--- config.mk ---
export PLATFORM = sky130hd
export DESIGN_NAME = satlb_ctrl
export DESIGN_NICKNAME = d
export VERILOG_FILES = /design/src/satlb_pkg.sv /design/src/satlb_ctrl.sv
export SDC_FILE = /design/constraint.sdc
export NUM_CORES = 1
export LEC_CHECK = 0
export BUFFER_PORTS_ARGS = -buffer_cell sky130_fd_sc_hd__clkbuf_2
export CAP_MARGIN = 10
export CELL_PAD_IN_SITES_DETAIL_PLACEMENT = 0
export CELL_PAD_IN_SITES_GLOBAL_PLACEMENT = 1
export CORE_AREA = 4 4 41 43
export DETAILED_ROUTE_END_ITERATION = 16
export DIE_AREA = 0 0 45 47
export PLACE_DENSITY = 0.49
export RECOVER_POWER = 100
export SETUP_SLACK_MARGIN = 0.2
export SLEW_MARGIN = 20
export SYNTH_ARGS = -nofsm -noshare
export SYNTH_HDL_FRONTEND = slang
export SYNTH_SLANG_ARGS = --single-unit
--- constraint.sdc ---
create_clock -name clock -period 1.8 [get_ports clock]
set_clock_uncertainty 0.15 [all_clocks]
set_input_delay 0.09 -clock clock [delete_from_list [all_inputs] [get_ports clock]]
set_output_delay 0.09 -clock clock [all_outputs]
set_load 0.1 [all_outputs]
--- src/satlb_pkg.sv ---
// Shared types, codes and default sizes for the set-associative TLB.
package satlb_pkg;

   // Default geometry of the buffer.
   localparam int DEFAULT_PAGE_OFFSET_BITS = 12;
   localparam int DEFAULT_SET_COUNT = 16;
   localparam int DEFAULT_WAY_COUNT = 4;

   // Fixed field widths.
   localparam int ADDR_W = 64;
   localparam int TAG_W = 48;
   localparam int FRAME_W = 52;
   localparam int RANK_OUT_W = 3;

   // Request operation codes.
   typedef enum logic [1:0] {
      OP_TRANSLATE = 2'd0,
      OP_FILL      = 2'd1,
      OP_PEEK      = 2'd2,
      OP_CLEAR     = 2'd3
   } op_type;

   // Response status codes.
   typedef enum logic [2:0] {
      RSP_HIT       = 3'd0,
      RSP_MISS      = 3'd1,
      RSP_FAULT     = 3'd2,
      RSP_INSTALLED = 3'd3,
      RSP_PEEK_DONE = 3'd4,
      RSP_CLEARED   = 3'd5
   } rsp_status_type;

   // Controller states.
   typedef enum logic [1:0] {
      ST_IDLE,
      ST_DIVIDE,
      ST_READ,
      ST_UPDATE
   } state_type;

   // One request item.
   typedef struct packed {
      logic [1:0]        operation;
      logic [ADDR_W-1:0] virtual_address;
      logic [ADDR_W-1:0] walk_frame_address;
      logic              walk_fault;
   } req_type;

   // One response item.
   typedef struct packed {
      logic [2:0]            status;
      logic [ADDR_W-1:0]     physical_address;
      logic [RANK_OUT_W-1:0] recency_rank;
   } rsp_type;

   // Commands from the controller to the datapath.
   typedef struct packed {
      logic accept;
      logic mem_read;
      logic commit;
   } ctl_cmd_type;

   // Status from the datapath to the controller.
   typedef struct packed {
      logic div_done;
      logic out_free;
   } dp_sts_type;

endpackage

--- src/satlb_ctrl.sv ---
// Controller: sequences accept, divide, row read and update for one item at a time.
module satlb_ctrl (
   input  logic                   clock,
   input  logic                   reset,
   input  logic                   req_valid,
   output logic                   req_stall,
   input  satlb_pkg::dp_sts_type  sts,
   output satlb_pkg::ctl_cmd_type cmd
);

   satlb_pkg::state_type state_ff, state_in;

   // State register.
   always_ff @(posedge clock) begin
      if (reset) begin
         state_ff <= satlb_pkg::ST_IDLE;
      end else begin
         state_ff <= state_in;
      end
   end

   // Next state and commands.
   always_comb begin
      state_in = state_ff;
      cmd = '0;
      req_stall = 1'b1;
      case (state_ff)
         satlb_pkg::ST_IDLE: begin
            req_stall = 1'b0;
            if (req_valid) begin
               cmd.accept = 1'b1;
               state_in = satlb_pkg::ST_DIVIDE;
            end
         end
         satlb_pkg::ST_DIVIDE: begin
            if (sts.div_done) begin
               state_in = satlb_pkg::ST_READ;
            end
         end
         satlb_pkg::ST_READ: begin
            cmd.mem_read = 1'b1;
            state_in = satlb_pkg::ST_UPDATE;
         end
         satlb_pkg::ST_UPDATE: begin
            // Wait here until the result register can take the new result.
            if (sts.out_free) begin
               cmd.commit = 1'b1;
               state_in = satlb_pkg::ST_IDLE;
            end
         end
         default: begin
            state_in = satlb_pkg::ST_IDLE;
         end
      endcase
   end

   // An update held back by a full result register stays pending.
   assert property (@(posedge clock) disable iff (reset)
      ((state_ff == satlb_pkg::ST_UPDATE) && !sts.out_free) |=>
         (state_ff == satlb_pkg::ST_UPDATE))
      else $error("pending update dropped");

endmodule

### After elaboration in Yosys (flattened, before gate mapping)

Index checks and enable logic that the tools add are counted.

* equality and inequality tests: 6
* multiplexer cells: 10
* reduce and logical (&&, ||, !) cells: 2

Operators with widths (count)
* one-hot mux 2 bit (4 select lines): 1
* two-way mux 1 bit: 6
* two-way mux 2 bit: 3
* != test 2 bit, second input constant: 3
* equality test 2 bit, second input constant: 2
* AND reduction 3 bit: 1
* equality test 2 x 1 -> 1 bit, second input constant: 1
* logical NOT 2 bit: 1

* output and inout port bits: 4
* logic and storage cells: 19
* input port bits: 5
* register bits after elaboration: 2

### Longest topological paths before layout

* depth in word-level cells: 3
* mapped depth: 5
* mapped depth without buffers: 5

### Worst setup path after synthesis

No wires, ideal clock.

* path type: register to register
* start point: register state_ff[0]
* end point: register state_ff[0]
* arrival time: 1768 ps
* buffers on the path: 0
* required time: 1563 ps
* library setup time: 87 ps
* setup slack: -205 ps
* cell stages (with the launch flop): 6
* clock period less this slack: 2005 ps
* path through: dfxtp_1 > inv_1 > ha_1 > o21bai_1 > or4_1 > o31ai_1

* longest elaborated chain between the ends: 3
* elaborated cells on any way between the ends: 9
* those cells by class: eq/ne: 6; mux: 1; reduce/logical: 2

Ends and longest elaborated chain
* start: declaration: line satlb_ctrl.sv:11 `satlb_pkg::state_type state_ff, state_in;`
* start signal: assignment: line satlb_ctrl.sv:16 `state_ff <= satlb_pkg::ST_IDLE;`
* start signal: assignment: line satlb_ctrl.sv:18 `state_ff <= state_in;`
* equality test 2 x 1 -> 1 bit (tied with other cells): line satlb_ctrl.sv:27 `case (state_ff)`
* != test 2 bit (no line)
* AND reduction 3 bit (no line)

Parallel ways exist; a longest one is shown, timed or not.
A chain may end at the register's enable or synchronous reset.

==> impl_metrics.json <==
{
  "cts_buffer_depth": 2,
  "synthCells": 22,
  "post-route-min-period_ps": 1600,
  "fmax_mhz": 627,
  "slowest_stage": "clkbuf_2",
  "cp_num_buf_inv": 2,
  "synth_warnings": 0,
  "detail-route-antenna-nets": 0,
  "first_iter_violations": 0,
  "post-route-period-util_pct": 88.6,
  "syn_area_per_cell_um2": 8.87,
  "startpoint_type": "flip-flop",
  "nets": 48,
  "top_regs": "state_ff (2)",
  "dieArea_mm2": 0.00212,
  "io_pins": 9,
  "overflow": 0,
  "core-area_mm2": 0.00130,
  "hold_viol": 0,
  "worstSetupEndpointType": "primary output",
  "ys_seq_area_share_pct": 20.5,
  "path_cells": "buf_6 -> ha_2 -> and2_1 -> clkbuf_2",
  "syn-cell-area_um2": 195,
  "crit_type": "flip-flop to primary output",
  "synth_cell_types": 11,
  "areaGrowthSynthToFinish_pct": 75.6,
  "detail_route.vias_per_cell": 3.67,
  "synth_nets": 32,
  "grt_pass1_vias": 202,
  "grt_pass1_wl_um": 786,
  "cts_tree": "yes",
  "die_w_um": 45,
  "worstSkewPairLatency_ps": 220,
  "htree_num_levels": 1,
  "numCtsBuffers": 3,
  "status": "finished, final reports clean",
  "drive_gt1_share_pct": 58.3,
  "crit_required_ps": 1560,
  "cp.arrival_ps": 1360,
  "wl_per_cell_um": 8.82,
  "first_pass_iters": 1,
  "cts.clk_slew.worst_paths_ps": 30,
  "hpwl_um": 348,
  "vias": 187,
  "largest_reg_flops": 2,
  "tns_ps": 0,
  "routed_wl_um": 450,
  "layout_common_cells": "clkbuf_2 (7), inv_1 (3), ha_1 (3), clkbuf_4 (3)",
  "clockRootBuffer": "clkbuf_4",
  "cpPeakStageDelay_ps": 440,
  "top_register": "state_ff",
  "worst_path_dominant_cell_family": "buffers and inverters",
  "ys_ff_latch": 2,
  "layout_commonest_cell": "clkbuf_2",
  "grtUsageTotal_pct": 5.52,
  "slew_headroom_pct": 63.9,
  "drv_slew": 0,
  "setup_viol": 0,
  "rows": 13,
  "grt_start_max_net_pins": 5,
  "start_util_pct": 15.0,
  "cp_max_fo": 3,
  "hold_class": "input port to flip-flop",
  "antenna_cells": 0,
  "fillers": 159,
  "r2r_slack_ps": 210,
  "worst_pin_slew_ps": 543,
  "drv_cap": 0,
  "antenna_found_initial": 0,
  "rsz0062_at_grt": "true",
  "port_buffers": 8,
  "setup_ws_ps": 204,
  "gp_congestion": 0.707,
  "die_h_um": 47,
  "clock-sinks": 2,
  "drc_errors": 0,
  "dpl_worst_slack_ps": 158
}
-- final timing paths --
| check | from | to | cells past startpoint |
|---|---|---|---|
| setup reg to reg | state_ff[1]$_SDFFE_PP0P_ | state_ff[0]$_SDFFE_PP0P_ | 5 |
| setup / recovery | state_ff[1]$_SDFFE_PP0P_ | cmd[0] | 4 |
| hold / removal | sts[1] | state_ff[0]$_SDFFE_PP0P_ | 4 |
| hold reg to reg | state_ff[1]$_SDFFE_PP0P_ | state_ff[1]$_SDFFE_PP0P_ | 3 |
-- cell families (layout without fill, tap and decap cells) --
| logic type | after synthesis | count (layout) | share of synthesized area, % |
|---|---|---|---|
| compound gates | 2 | 2 | 7.70 |
| fa+ha+maj | 5 | 5 | 32.1 |
| buf+inv | 3 | 17 | 5.77 |
| flops | 2 | 2 | 20.5 |
| mux | 1 | 1 | 5.13 |
| simple gates | 9 | 9 | 28.8 |
-- what timing repair did --
action,CTS,global route
pin swaps,1,1
setup endpoints to repair,1,2
hold endpoints to repair,1,0
resized for setup,8,2
hold buffers,1,0
setup buffers,0,0
cloned,0,0
-- final cells by class --
type	instances	area, um^2	area share (%)
flip-flops and latches	2	42.5	12.4
repair buffers	11	72.6	21.2
well taps	15	18.8	5.47
multi-input cells	17	175	51.1
inverters	3	11.3	3.28
clock buffers	3	22.5	6.57
-- stage by stage --
step / utilization [%] / instances / cell area (um^2) / hold WS [ps]
3_3_place_gp: 22.2 / 47 / 289 / 189
4_1_cts: 26.3 / 51 / 342 / 166
2_1_floorplan: - / 22 / 208 / 43.5
3_5_place_dp: 22.2 / 47 / 289 / 200
5_1_grt: 26.3 / 51 / 343 / 228
6_report: 26.3 / 51 / 343 / 172
-- synthesized netlist by cell type, drive strengths merged --
master	instances	area, um^2
ha	5	62.6
inv	3	11.3
nor2b	3	18.8
and2	2	12.5
dfxtp	2	40.0
nand2b	2	12.5
mux2i	1	10.0
nor3	1	5.00
o21bai	1	7.51
o31ai	1	7.51
or4	1	7.51
-- layer usage --
metal / GRT usage (%) / vias up / part of all wire (%)
li1: - / 100 / -
met1: 4.74 / 81 / 36
met2: 9.32 / 6 / 54
met3: 1.53 / 0 / 9.6
met4: 7.02 / 0 / 0
met5: 0 / - / 0
-- worst register-to-register path: stages, from the launching register on --
cell	delay [ps]
dfxtp_2	310
buf_6	120
ha_2	160
nor2b_2	160
or4_4	530
o31ai_2	80
Power is left out: the tool's default activity adds up to more than one toggle a clock period on the data nets, which glitch-free logic cannot reach.
